[src/hdl/scoped_symbol_table_core_assert.svh]
// Assertion macros shared by the symbol table RTL.
// Each macro expects a clock named clk in scope; SST_ASSERT also needs a reset named rst.
`ifndef SCOPED_SYMBOL_TABLE_CORE_ASSERT_SVH
`define SCOPED_SYMBOL_TABLE_CORE_ASSERT_SVH
`ifndef SYNTHESIS
// Checked only while the block is out of reset.
`define SST_ASSERT(label, prop, msg) \
  label: assert property (@(posedge clk) disable iff (rst) prop) else $error(msg);
// Checked at every edge, reset included.
`define SST_ASSERT_ALWAYS(label, prop, msg) \
  label: assert property (@(posedge clk) prop) else $error(msg);
`else
`define SST_ASSERT(label, prop, msg)
`define SST_ASSERT_ALWAYS(label, prop, msg)
`endif
`endif

[src/hdl/sst_pkg.sv]
package sst_pkg;

  localparam int TABLE_DEPTH = 64;
  localparam int SCOPE_DEPTH = 16;
  localparam int KEY_WIDTH   = 32;

  localparam int IDX_W   = (TABLE_DEPTH > 1) ? $clog2(TABLE_DEPTH) : 1;
  localparam int CNT_W   = $clog2(TABLE_DEPTH + 1);
  localparam int SCOPE_W = $clog2(SCOPE_DEPTH + 1);
  localparam int SIDX_W  = (SCOPE_DEPTH > 1) ? $clog2(SCOPE_DEPTH) : 1;

  // Cells are grouped; each group ends in a register stage.
  localparam int GROUP_SIZE = 8;
  localparam int NUM_GROUPS = (TABLE_DEPTH + GROUP_SIZE - 1) / GROUP_SIZE;

  // Fixed field widths of the channels.
  localparam int ACTION_W  = 3;
  localparam int IN_KEY_W  = 32;
  localparam int DATA_W    = 32;
  localparam int STATUS_W  = 3;
  localparam int OUT_IDX_W = 7;
  localparam int OUT_CNT_W = 7;

  localparam logic [ACTION_W-1:0] ACT_OPEN   = 3'd0;
  localparam logic [ACTION_W-1:0] ACT_CLOSE  = 3'd1;
  localparam logic [ACTION_W-1:0] ACT_ADD    = 3'd2;
  localparam logic [ACTION_W-1:0] ACT_LOOKUP = 3'd3;
  localparam logic [ACTION_W-1:0] ACT_SET    = 3'd4;

  localparam logic [STATUS_W-1:0] ST_OK         = 3'd0;
  localparam logic [STATUS_W-1:0] ST_DUP        = 3'd1;
  localparam logic [STATUS_W-1:0] ST_MISSING    = 3'd2;
  localparam logic [STATUS_W-1:0] ST_TABLE_FULL = 3'd3;
  localparam logic [STATUS_W-1:0] ST_SCOPE_FULL = 3'd4;

  localparam logic signed [OUT_IDX_W-1:0] NO_INDEX = -7'sd1;

  typedef logic [KEY_WIDTH-1:0]     key_t;
  typedef logic signed [DATA_W-1:0] value_t;
  typedef logic [IDX_W-1:0]         idx_t;
  typedef logic [CNT_W-1:0]         cnt_t;

  typedef struct packed {
    logic   wr_key;
    logic   wr_value;
    idx_t   addr;
    key_t   key;
    value_t value;
  } cell_wr_t;

  typedef struct packed {
    key_t key;
    cnt_t lo;
    cnt_t used;
  } query_t;

  typedef struct packed {
    logic   hit;
    idx_t   idx;
    value_t value;
  } match_t;

  typedef struct packed {
    logic push;
    logic pop;
    cnt_t start;
  } scope_cmd_t;

endpackage

[src/hdl/sst_scope.sv]
module sst_scope import sst_pkg::*; (
  input  logic               clk,
  input  logic               rst,
  input  scope_cmd_t         cmd,
  output logic [SCOPE_W-1:0] depth,
  output cnt_t               start
);

  cnt_t               starts [SCOPE_DEPTH];
  logic [SCOPE_W-1:0] top;

  always_ff @(posedge clk) begin
    if (rst) begin
      depth <= '0;
    end else if (cmd.push) begin
      depth <= depth + 1'b1;
    end else if (cmd.pop) begin
      depth <= depth - 1'b1;
    end
  end

  always_ff @(posedge clk) begin
    if (cmd.push) begin
      starts[depth[SIDX_W-1:0]] <= cmd.start;
    end
  end

  assign top   = depth - 1'b1;
  assign start = (depth == '0) ? '0 : starts[top[SIDX_W-1:0]];

endmodule
[config.mk]
export PLATFORM = sky130hd
export DESIGN_NAME = sst_scope
export DESIGN_NICKNAME = d
export VERILOG_FILES = /design/src/hdl/scoped_symbol_table_core_assert.svh /design/src/hdl/sst_pkg.sv /design/src/hdl/sst_scope.sv
export SDC_FILE = /design/constraint.sdc
export NUM_CORES = 1
export LEC_CHECK = 0
export ABC_AREA = 1
export BUFFER_PORTS_ARGS = -buffer_cell sky130_fd_sc_hd__buf_2
export CORE_ASPECT_RATIO = 1.1
export CORE_MARGIN = 2
export CORE_UTILIZATION = 30
export CTS_BUF_LIST = sky130_fd_sc_hd__clkbuf_2
export DETAILED_ROUTE_END_ITERATION = 8
export PLACE_DENSITY = 0.45
export SYNTH_ARGS = -nofsm -noshare
export SYNTH_HDL_FRONTEND = slang
export SYNTH_SLANG_ARGS = --single-unit
[constraint.sdc]
create_clock -name clk -period 6.4 [get_ports clk]
set_input_delay 0.64 -clock clk [delete_from_list [all_inputs] [get_ports clk]]
set_output_delay 0.64 -clock clk [all_outputs]
set_load 0.02 [all_outputs]
==> impl_metrics.ini <==
[yosys]
postSynthAreaPerCell_sq_um = 11.0
synth.largest_area_cell = sky130_fd_sc_hd__edfxtp_1
mappedNetlistArea_sq_um = 4970
synth_seq_cells = 117
synthArstFlopShare_pct = 0
synth.cells.most_frequent = sky130_fd_sc_hd__nand2_1 (144), sky130_fd_sc_hd__edfxtp_1 (112), sky130_fd_sc_hd__nand3_1 (79), sky130_fd_sc_hd__nor2_1 (34), sky130_fd_sc_hd__inv_1 (19)
synth_ff_type = sky130_fd_sc_hd__edfxtp_1
postSynthCellCount = 451
most_frequent_cell_after_synthesis = sky130_fd_sc_hd__nand2_1
synth_seq_area_share_pct = 69.7
mappedNetlistNets = 466
synth-edff-count = 112
netlist-cell-type-count = 23
netlist.area_leader.share_pct = 67.6
synth.area.top_cells = sky130_fd_sc_hd__edfxtp_1 (68%), sky130_fd_sc_hd__nand2_1 (11%), sky130_fd_sc_hd__nand3_1 (8.0%)
yosysWarnings = 0

[finish]
antennaDiodeCount = 0
final_net_count = 487
layout-drive-gt1-share_pct = 13.2
area_growth_pct = 10.3
multi_input_comb_area_sq_um = 1300
ff_latch_area_sq_um = 3460
n_fill_cell = 1662
final_cell_area_sq_um = 5490

[die]
initial_core_util_pct = 30.5
fp.dieArea_sq_um = 17600
chip_width_microns = 127
die-height_microns = 139
ioPinCount = 23
core.rowCount = 49
core_region_area_sq_um = 16300

[cts]
hold_buffers = 1
clk-insertion-delay-late_ns = 0.69
clockRootBuffer = sky130_fd_sc_hd__clkbuf_2
clock_sink_count = 117
cts-root-to-sink-buffers = 2
cts_buffer_count = 17
post_cts_resize_count = 0
htree_num_levels = 4
worst_setup_hold_path_clk_slew_ns = 0.15
tritoncts = done
cts_setup_buffers = 0

[drt]
num_vias = 3307
dr.first_iter.drc_count = 363
drc = 0
drtPass1Iterations = 5
vias_per_cell = 4.80
drt-total-wl_microns = 12600
routedWlPerCell_microns = 18.3
antenna_left = 0

[pwr]
power.static_leakage_nw = 2.04
finalPower_w = 0.00167
power_density_nw_per_um2 = 304
worst_ir_drop_vdd_mv = 0.101

[worst_setup_path]
cp-start-kind = flip-flop
critPathKind = flip-flop to output port
required_time_of_the_critical_path_ns = 5.76
crit_path_end_kind = output port
worstPathArrival_ns = 4.10
critPathMaxFanout = 63

[flow_run]
maxCapViolCount = 0

[timing]
final-setup-viol-count = 0
slew_headroom_pct = 29.8
finalCritPeriodShare_pct = 74.1
final-max-slew-violation-count = 0
timing.setup.tns_ns = 0
max_freq_ghz = 0.211
setup_slack_ns = 1.66
finalHoldViolCount = 0
timing_worst_slew_pin_value_ns = 1.05
final.min_clock_period_ns = 4.74
finalClockSkew_ns = 0.0299
grt_setup_unrepaired = no

[placed_design]
dpl_cell_area_sq_um = 5220
port-buffer-count = 22
dp_hpwl_microns = 7930
dpl_worst_slack_ns = 2.39
gp_congestion = 0.888

[grt]
antenna_violations_before_repair = 0
grt_remaining_overflow = 0
maximum_number_of_pins_on_one_net_before_global_route_repair = 64
number_of_global_route_vias_before_repair = 3213
grtUsageTotal_pct = 15.1
wire_length_of_the_first_global_routing_pass_microns = 19300

[outcome]
status = finished clean

[min_path]
holdCritPathClass = input port to flip-flop
## registers in the layout, indices dropped and copies added, names as in the netlist
signal / count
depth: 5
starts: 112
## worst max-delay path: stages (launching register included)
cell                      delay [ns]
sky130_fd_sc_hd__dfxtp_2        0.34
sky130_fd_sc_hd__buf_4          0.51
sky130_fd_sc_hd__inv_2          0.60
sky130_fd_sc_hd__ha_1           0.49
sky130_fd_sc_hd__inv_1          0.60
sky130_fd_sc_hd__nand3_1        0.28
sky130_fd_sc_hd__nand3_1        0.16
sky130_fd_sc_hd__nand3_1        0.09
sky130_fd_sc_hd__nand2_1        0.07
sky130_fd_sc_hd__nor2_1         0.06
sky130_fd_sc_hd__buf_2          0.16
## logic make-up (layout without fill, tap and decap cells)
group | after synthesis | after routing | synth area share, %
AO/OA/AOI/OAI | 23 | 23 | 2.59
XOR/XNOR | 2 | 2 | 0.654
AND/OR/NAND/NOR | 261 | 261 | 21.9
flip-flops | 117 | 117 | 69.7
buffers and inverters | 44 | 78 | 4.20
adder cells (fa/ha/maj) | 4 | 4 | 1.01
## power by group
part / total (W) / internal, W / switching [W]
Combinational: 0.000298 / 0.0000800 / 0.000218
Clock: 0.000504 / 0.000216 / 0.000289
Sequential: 0.000863 / 0.000855 / 0.00000765
Total: 0.00167 / 0.00115 / 0.000515
## metal layers
layer / GRT usage [%] / wire (microns)
met2: 23.2 / 5950
met3: 3.59 / 697
met1: 20.6 / 5730
met5: 0 / 0
met4: 6.30 / 255
## layout make-up
cell class	count	share of cell area [%]
clock inverters	14	2.94
well taps	204	4.65
flip-flops and latches	117	63.2
multi-input cells	290	23.7
clock buffers	18	1.64
inverters	21	1.44
repair buffers	25	2.46
## worst paths after layout
path                        to  startpoint  slack (ns)  cells past startpoint
hold / removal        depth[0]      cmd[7]        0.30                      3
hold reg to reg       depth[4]    depth[4]        0.56                      2
setup reg to reg  starts[0][4]    depth[0]        3.15                      5
setup / recovery      start[1]    depth[0]        1.66                     10
## metrics by stage
step	util (%)	hold slack, ns	cells
after floorplan	-	0.596	451
after global routing	33.6	0.241	689
after detailed placement	32.0	0.545	656
after global placement	32.0	0.530	656
after CTS	33.6	0.205	689
final	33.6	0.295	689
## cells in the final DEF, fill, tap and decap left out, types with 2 or more instances in the layout
master and n:
sky130_fd_sc_hd__a21oi_1 16, sky130_fd_sc_hd__inv_1 19, sky130_fd_sc_hd__o21ai_0 2, sky130_fd_sc_hd__nand4_1 2, sky130_fd_sc_hd__inv_2 2, sky130_fd_sc_hd__buf_2 22, sky130_fd_sc_hd__clkinv_2 4, sky130_fd_sc_hd__bufinv_16 3
sky130_fd_sc_hd__a21oi_2 2, sky130_fd_sc_hd__clkinvlp_4 4, sky130_fd_sc_hd__nor2_1 34, sky130_fd_sc_hd__edfxtp_1 112, sky130_fd_sc_hd__ha_1 4, sky130_fd_sc_hd__dfxtp_1 4, sky130_fd_sc_hd__clkbuf_2 18, sky130_fd_sc_hd__buf_4 2
sky130_fd_sc_hd__nand2_1 144, sky130_fd_sc_hd__clkinv_4 2, sky130_fd_sc_hd__nand3_1 79
Note: power is estimated with default switching activity, not from simulation.
