==> config.mk <==
export PLATFORM = sky130hd
export DESIGN_NAME = sst_group
export DESIGN_NICKNAME = d
export VERILOG_FILES = /design/src/hdl/scoped_symbol_table_core_assert.svh /design/src/hdl/sst_pkg.sv /design/src/hdl/sst_cell.sv /design/src/hdl/sst_group.sv
export SDC_FILE = /design/constraint.sdc
export NUM_CORES = 1
export LEC_CHECK = 0
export BUFFER_PORTS_ARGS = -buffer_cell sky130_fd_sc_hd__buf_2
export CAP_MARGIN = 5
export CORE_MARGIN = 2
export CORE_UTILIZATION = 42
export DETAILED_ROUTE_END_ITERATION = 6
export HOLD_SLACK_MARGIN = 0.1
export SLEW_MARGIN = 40
export SYNTH_ARGS = -nofsm -noshare
export SYNTH_HDL_FRONTEND = slang
export SYNTH_SLANG_ARGS = --single-unit
==> constraint.sdc <==
create_clock -name clk -period 6.1 [get_ports clk]
set_input_delay 1.22 -clock clk [delete_from_list [all_inputs] [get_ports clk]]
set_output_delay 1.22 -clock clk [all_outputs]
set_load 0.02 [all_outputs]
==> src/hdl/scoped_symbol_table_core_assert.svh <==
// Assertion macros shared by the symbol table RTL.
// Each macro expects a clock named clk in scope; SST_ASSERT also needs a reset named rst.
`ifndef SCOPED_SYMBOL_TABLE_CORE_ASSERT_SVH
`define SCOPED_SYMBOL_TABLE_CORE_ASSERT_SVH
`ifndef SYNTHESIS
// Checked only while the block is out of reset.
`define SST_ASSERT(label, prop, msg) \
  label: assert property (@(posedge clk) disable iff (rst) prop) else $error(msg);
// Checked at every edge, reset included.
`define SST_ASSERT_ALWAYS(label, prop, msg) \
  label: assert property (@(posedge clk) prop) else $error(msg);
`else
`define SST_ASSERT(label, prop, msg)
`define SST_ASSERT_ALWAYS(label, prop, msg)
`endif
`endif

==> src/hdl/sst_pkg.sv <==
package sst_pkg;

  localparam int TABLE_DEPTH = 64;
  localparam int SCOPE_DEPTH = 16;
  localparam int KEY_WIDTH   = 32;

  localparam int IDX_W   = (TABLE_DEPTH > 1) ? $clog2(TABLE_DEPTH) : 1;
  localparam int CNT_W   = $clog2(TABLE_DEPTH + 1);
  localparam int SCOPE_W = $clog2(SCOPE_DEPTH + 1);
  localparam int SIDX_W  = (SCOPE_DEPTH > 1) ? $clog2(SCOPE_DEPTH) : 1;

  // Cells are grouped; each group ends in a register stage.
  localparam int GROUP_SIZE = 8;
  localparam int NUM_GROUPS = (TABLE_DEPTH + GROUP_SIZE - 1) / GROUP_SIZE;

  // Fixed field widths of the channels.
  localparam int ACTION_W  = 3;
  localparam int IN_KEY_W  = 32;
  localparam int DATA_W    = 32;
  localparam int STATUS_W  = 3;
  localparam int OUT_IDX_W = 7;
  localparam int OUT_CNT_W = 7;

  localparam logic [ACTION_W-1:0] ACT_OPEN   = 3'd0;
  localparam logic [ACTION_W-1:0] ACT_CLOSE  = 3'd1;
  localparam logic [ACTION_W-1:0] ACT_ADD    = 3'd2;
  localparam logic [ACTION_W-1:0] ACT_LOOKUP = 3'd3;
  localparam logic [ACTION_W-1:0] ACT_SET    = 3'd4;

  localparam logic [STATUS_W-1:0] ST_OK         = 3'd0;
  localparam logic [STATUS_W-1:0] ST_DUP        = 3'd1;
  localparam logic [STATUS_W-1:0] ST_MISSING    = 3'd2;
  localparam logic [STATUS_W-1:0] ST_TABLE_FULL = 3'd3;
  localparam logic [STATUS_W-1:0] ST_SCOPE_FULL = 3'd4;

  localparam logic signed [OUT_IDX_W-1:0] NO_INDEX = -7'sd1;

  typedef logic [KEY_WIDTH-1:0]     key_t;
  typedef logic signed [DATA_W-1:0] value_t;
  typedef logic [IDX_W-1:0]         idx_t;
  typedef logic [CNT_W-1:0]         cnt_t;

  typedef struct packed {
    logic   wr_key;
    logic   wr_value;
    idx_t   addr;
    key_t   key;
    value_t value;
  } cell_wr_t;

  typedef struct packed {
    key_t key;
    cnt_t lo;
    cnt_t used;
  } query_t;

  typedef struct packed {
    logic   hit;
    idx_t   idx;
    value_t value;
  } match_t;

  typedef struct packed {
    logic push;
    logic pop;
    cnt_t start;
  } scope_cmd_t;

endpackage

==> src/hdl/sst_cell.sv <==
module sst_cell import sst_pkg::*; (
  input  logic     clk,
  input  logic     present,
  input  idx_t     idx,
  input  cell_wr_t wr,
  input  query_t   query,
  input  match_t   chain_in,
  output match_t   chain_out
);

  key_t   key;
  value_t value;
  logic   hit;

  always_ff @(posedge clk) begin
    if (wr.wr_key && wr.addr == idx) begin
      key <= wr.key;
    end
    if (wr.wr_value && wr.addr == idx) begin
      value <= wr.value;
    end
  end

  // Only live entries inside the search window take part.
  assign hit = present && (key == query.key) &&
               (cnt_t'(idx) >= query.lo) && (cnt_t'(idx) < query.used);

  // A hit from a newer cell upstream has priority over this one.
  always_comb begin
    chain_out = chain_in;
    if (!chain_in.hit && hit) begin
      chain_out.hit   = 1'b1;
      chain_out.idx   = idx;
      chain_out.value = value;
    end
  end

endmodule

==> src/hdl/sst_group.sv <==
module sst_group import sst_pkg::*; (
  input  logic                  clk,
  input  logic [GROUP_SIZE-1:0] present,
  input  idx_t                  cell_idx [GROUP_SIZE],
  input  cell_wr_t              wr,
  input  query_t                query,
  output match_t                result
);

  match_t link [GROUP_SIZE+1];

  assign link[GROUP_SIZE] = '0;

  // The chain runs from the newest cell of the group down to the oldest.
  for (genvar j = 0; j < GROUP_SIZE; j++) begin : g_cell
    sst_cell u_cell (
      .clk       (clk),
      .present   (present[j]),
      .idx       (cell_idx[j]),
      .wr        (wr),
      .query     (query),
      .chain_in  (link[j+1]),
      .chain_out (link[j])
    );
  end

  always_ff @(posedge clk) begin
    result <= link[0];
  end

endmodule

==> impl_metrics.tcl <==
set metrics [dict create \
    cts_max_path_buffers 3 \
    crit_required_ps 6580 \
    drive_gt1_share_pct 18.2 \
    cts_tree "done" \
    syn_inst 1729 \
    critPathCaptureType "register" \
    max-cap-violations 0 \
    maxSlewViolCount 0 \
    drc 0 \
    min_from "g_cell[1].u_cell.value[25]$_DFFE_PP_" \
    synth_edf_count 512 \
    netSwitchingFraction_pct 22.8 \
    grt_usage_pct 24.6 \
    synth_top_area_share_pct 61.6 \
    internal_power_mw 6.32 \
    pin_count 214 \
    dpl_cell_area_sq_mm 0.0268 \
    numCtsBuffers 57 \
    antenna_found_initial 9 \
    p_per_area_mw_per_mm2 285 \
    min_path_cells 1 \
    clkTransAtPathRegs_ps 60 \
    rsz0062_at_grt "false" \
    worst_r2r_endpoint "result[20]$_DFF_P_" \
    htreeDepth 2 \
    fin_tns_setup_ps 0 \
    grt_pass1_vias 15400 \
    pre_cts_slack_ps 810 \
    arrival_ps 5090 \
    use_met1_pct 34.9 \
    synth_area_sq_mm 0.0249 \
    vdd_drop_max_uv 245 \
    chipWidth_um 248 \
    synthToLayoutAreaGrowth_pct 15.0 \
    grt.busiest_layer "met2" \
    clock_skew_ps 52.4 \
    post-place-cells 2631 \
    io_buffers 213 \
    setup_viol 0 \
    synth_seq_area_share_pct 64.8 \
    routed_wl_um 76300 \
    synth_area_per_cell_sq_um 14.4 \
    antenna_left 0 \
    pwr-share-comb_pct 6.8 \
    leakage_nw 9.80 \
    rows 89 \
    fin_area_sq_mm 0.0287 \
    reg2reg_depth 9 \
    drt_iter0_drc 1361 \
    clk_latency_ps 650 \
    cts_sinks 551 \
    synth_cell_type_count 63 \
    ctsRootBufferMaster "clkbuf_16" \
    globalplace.congestion 0.912 \
    worst_slew_pin_slew_ps 857 \
    grt_max_degree 109 \
    start_kind "primary input" \
    gr-usage-met2_pct 38.6 \
    yosys_warnings 0 \
    cp-startpoint "query[20]" \
    seqPwrFrac_pct 51.1 \
    ff2ff_setup_slack_ps 1950 \
    period_needed_ps 4610 \
    die_h_um 248 \
    r2r-start "g_cell[7].u_cell.key[6]$_DFFE_PP_" \
    crit_fanout 33 \
    fillers 5040 \
    synth_top_area_cell "edfxtp_1" \
    cts_setup_buffers 0 \
    hold_end "result[25]$_DFF_P_" \
    ys_top_cells_by_area "edfxtp_1 62%, xnor2_1 7.5%, ha_1 4.4%" \
    critical_path_class "primary input to register" \
    synth_ff_type "edfxtp_1" \
    hold_path_class "register to register" \
    grt_pass1_wl_um 108000 \
    fmax_ghz 0.217 \
    cts_resized 0 \
    nets 2180 \
    avgViaCountPerCell 5.88 \
    use_met3_pct 4.74 \
    synthArstFlopShare_pct 0 \
    netSwitchingPower_mw 1.86 \
    final_hold_viol_count 0 \
    ys_ff_latch 551 \
    start_util_pct 42.4 \
    slew_headroom_pct 42.8 \
    wl_per_cell_um 27.8 \
    synth.net_count 1992 \
    num_vias 16100 \
    setup_slack_ps 1490 \
    fin_cells 2741 \
    drt_pass1_iterations 5 \
    period_share_pct 75.6 \
    core-area_sq_mm 0.0589 \
    grt_overflow 0 \
    die-area_sq_mm 0.0614 \
    dp.final_hpwl_um 51100 \
    clkPwrFrac_pct 42.0 \
    holdBufCountCts 0 \
    outcome "complete, no violations" \
]
==> stage by stage <==
step	hold WS, ps	total power, mW	utilization (%)
floorplan	436	4.55	-
global placement	442	4.80	45.5
detailed placement	452	4.82	45.5
CTS	464	8.22	48.7
global route	483	8.42	48.7
finish	465	8.18	48.7
==> sequential cells by signal, summed over array words and instances, names as in the netlist <==
signal               count
result                  39
g_cell.u_cell.key      256
g_cell.u_cell.value    256
==> placed cells by master (no fill, tap or decap), types with 4 or more instances in the layout <==
master	synthesis	final
edfxtp_1	512	512
xnor2_1	215	215
buf_2	43	213
xor2_1	88	88
ha_1	88	88
nor4_1	77	76
nand3_1	63	63
nand4_1	62	62
clkbuf_16	0	57
a21oi_1	55	55
nor4b_1	46	46
and2_1	53	39
dfxtp_1	39	39
o2111ai_1	38	38
inv_1	32	32
a2111oi_0	30	29
buf_4	6	28
a311oi_1	26	26
nor3_1	22	22
a2111o_1	22	22
nand2_1	16	16
clkbuf_1	61	15
nand2b_1	14	14
o21ai_0	14	14
and2_4	0	14
and3_1	13	13
nor2b_1	9	9
clkinv_2	0	9
clkbuf_8	0	9
nor2_1	9	8
a21o_1	7	7
diode_2	0	6
and4_1	6	6
clkinv_1	0	6
or3_1	5	5
a211oi_1	5	4
==> cells in the mapped netlist (all sizes together) (17+ instances only) <==
cell type,instances
dfxtp,39
and2,53
nor3,23
nor4,77
clkbuf,61
ha,88
a2111o,22
nand3,63
xnor2,215
a2111oi,32
a311oi,26
a21oi,55
buf,54
xor2,88
edfxtp,512
nand4,62
inv,33
nand2,17
nor4b,47
o2111ai,38
==> per-layer routing <==
| metal | part of all wire (%) | vias up |
|---|---|---|
| met2 | 46 | 680 |
| met5 | 0.12 | - |
| met1 | 43 | 8178 |
| met4 | 2.7 | 16 |
| met3 | 8.0 | 120 |
| li1 | - | 7123 |
==> worst max-delay path, stage by stage <==
cell	delay, ps
buf_2	180
xnor2_1	360
nand4_1	160
nor4_1	570
o2111ai_1	520
nor2_4	820
buf_4	360
a21oi_1	60
a2111oi_0	620
a311oi_1	190
==> power by group through the flow <==
stage               clock (mW)  combinational (mW)  sequential, mW
global placement             0               0.543            4.26
CTS                       3.48               0.557            4.18
detailed placement           0               0.554            4.26
finish                    3.44               0.560            4.18
floorplan                    0               0.284            4.26
global route              3.64               0.600            4.18
==> worst max-delay path by stage <==
stage                             to  slack [ps]
2_1_floorplan  result[38]$_SDFF_PP1_        2110
3_3_place_gp       result[1]$_DFF_P_         970
3_5_place_dp      result[34]$_DFF_P_         810
4_1_cts           result[17]$_DFF_P_        1460
5_1_grt           result[18]$_DFF_P_        1290
6_report          result[20]$_DFF_P_        1490
==> cell families (layout without fill, tap and decap cells) <==
group	after synthesis	count (layout)	share of synthesized area [%]
buffers and inverters	148	381	2.65
adders and majority gates	88	88	4.41
DFF	551	551	64.8
AOI/OAI and AO/OA	226	226	7.15
muxes	1	1	0.0401
other	0	6	0
xor gates and xnor gates	303	303	10.6
and+or+nand+nor	412	412	10.3
==> final cells by class <==
type	instances	area, sq um	area share [%]
clock inverter	23	251	0.876
multi-input combinational	1030	8240	28.7
sequential	551	16200	56.3
inverter	33	124	0.432
clock buffer	81	1610	5.60
tap	773	967	3.37
antenna	6	15.0	0.0523
timing repair buffer	244	1340	4.66
No activity file was read; power rests on OpenSTA's default activity.
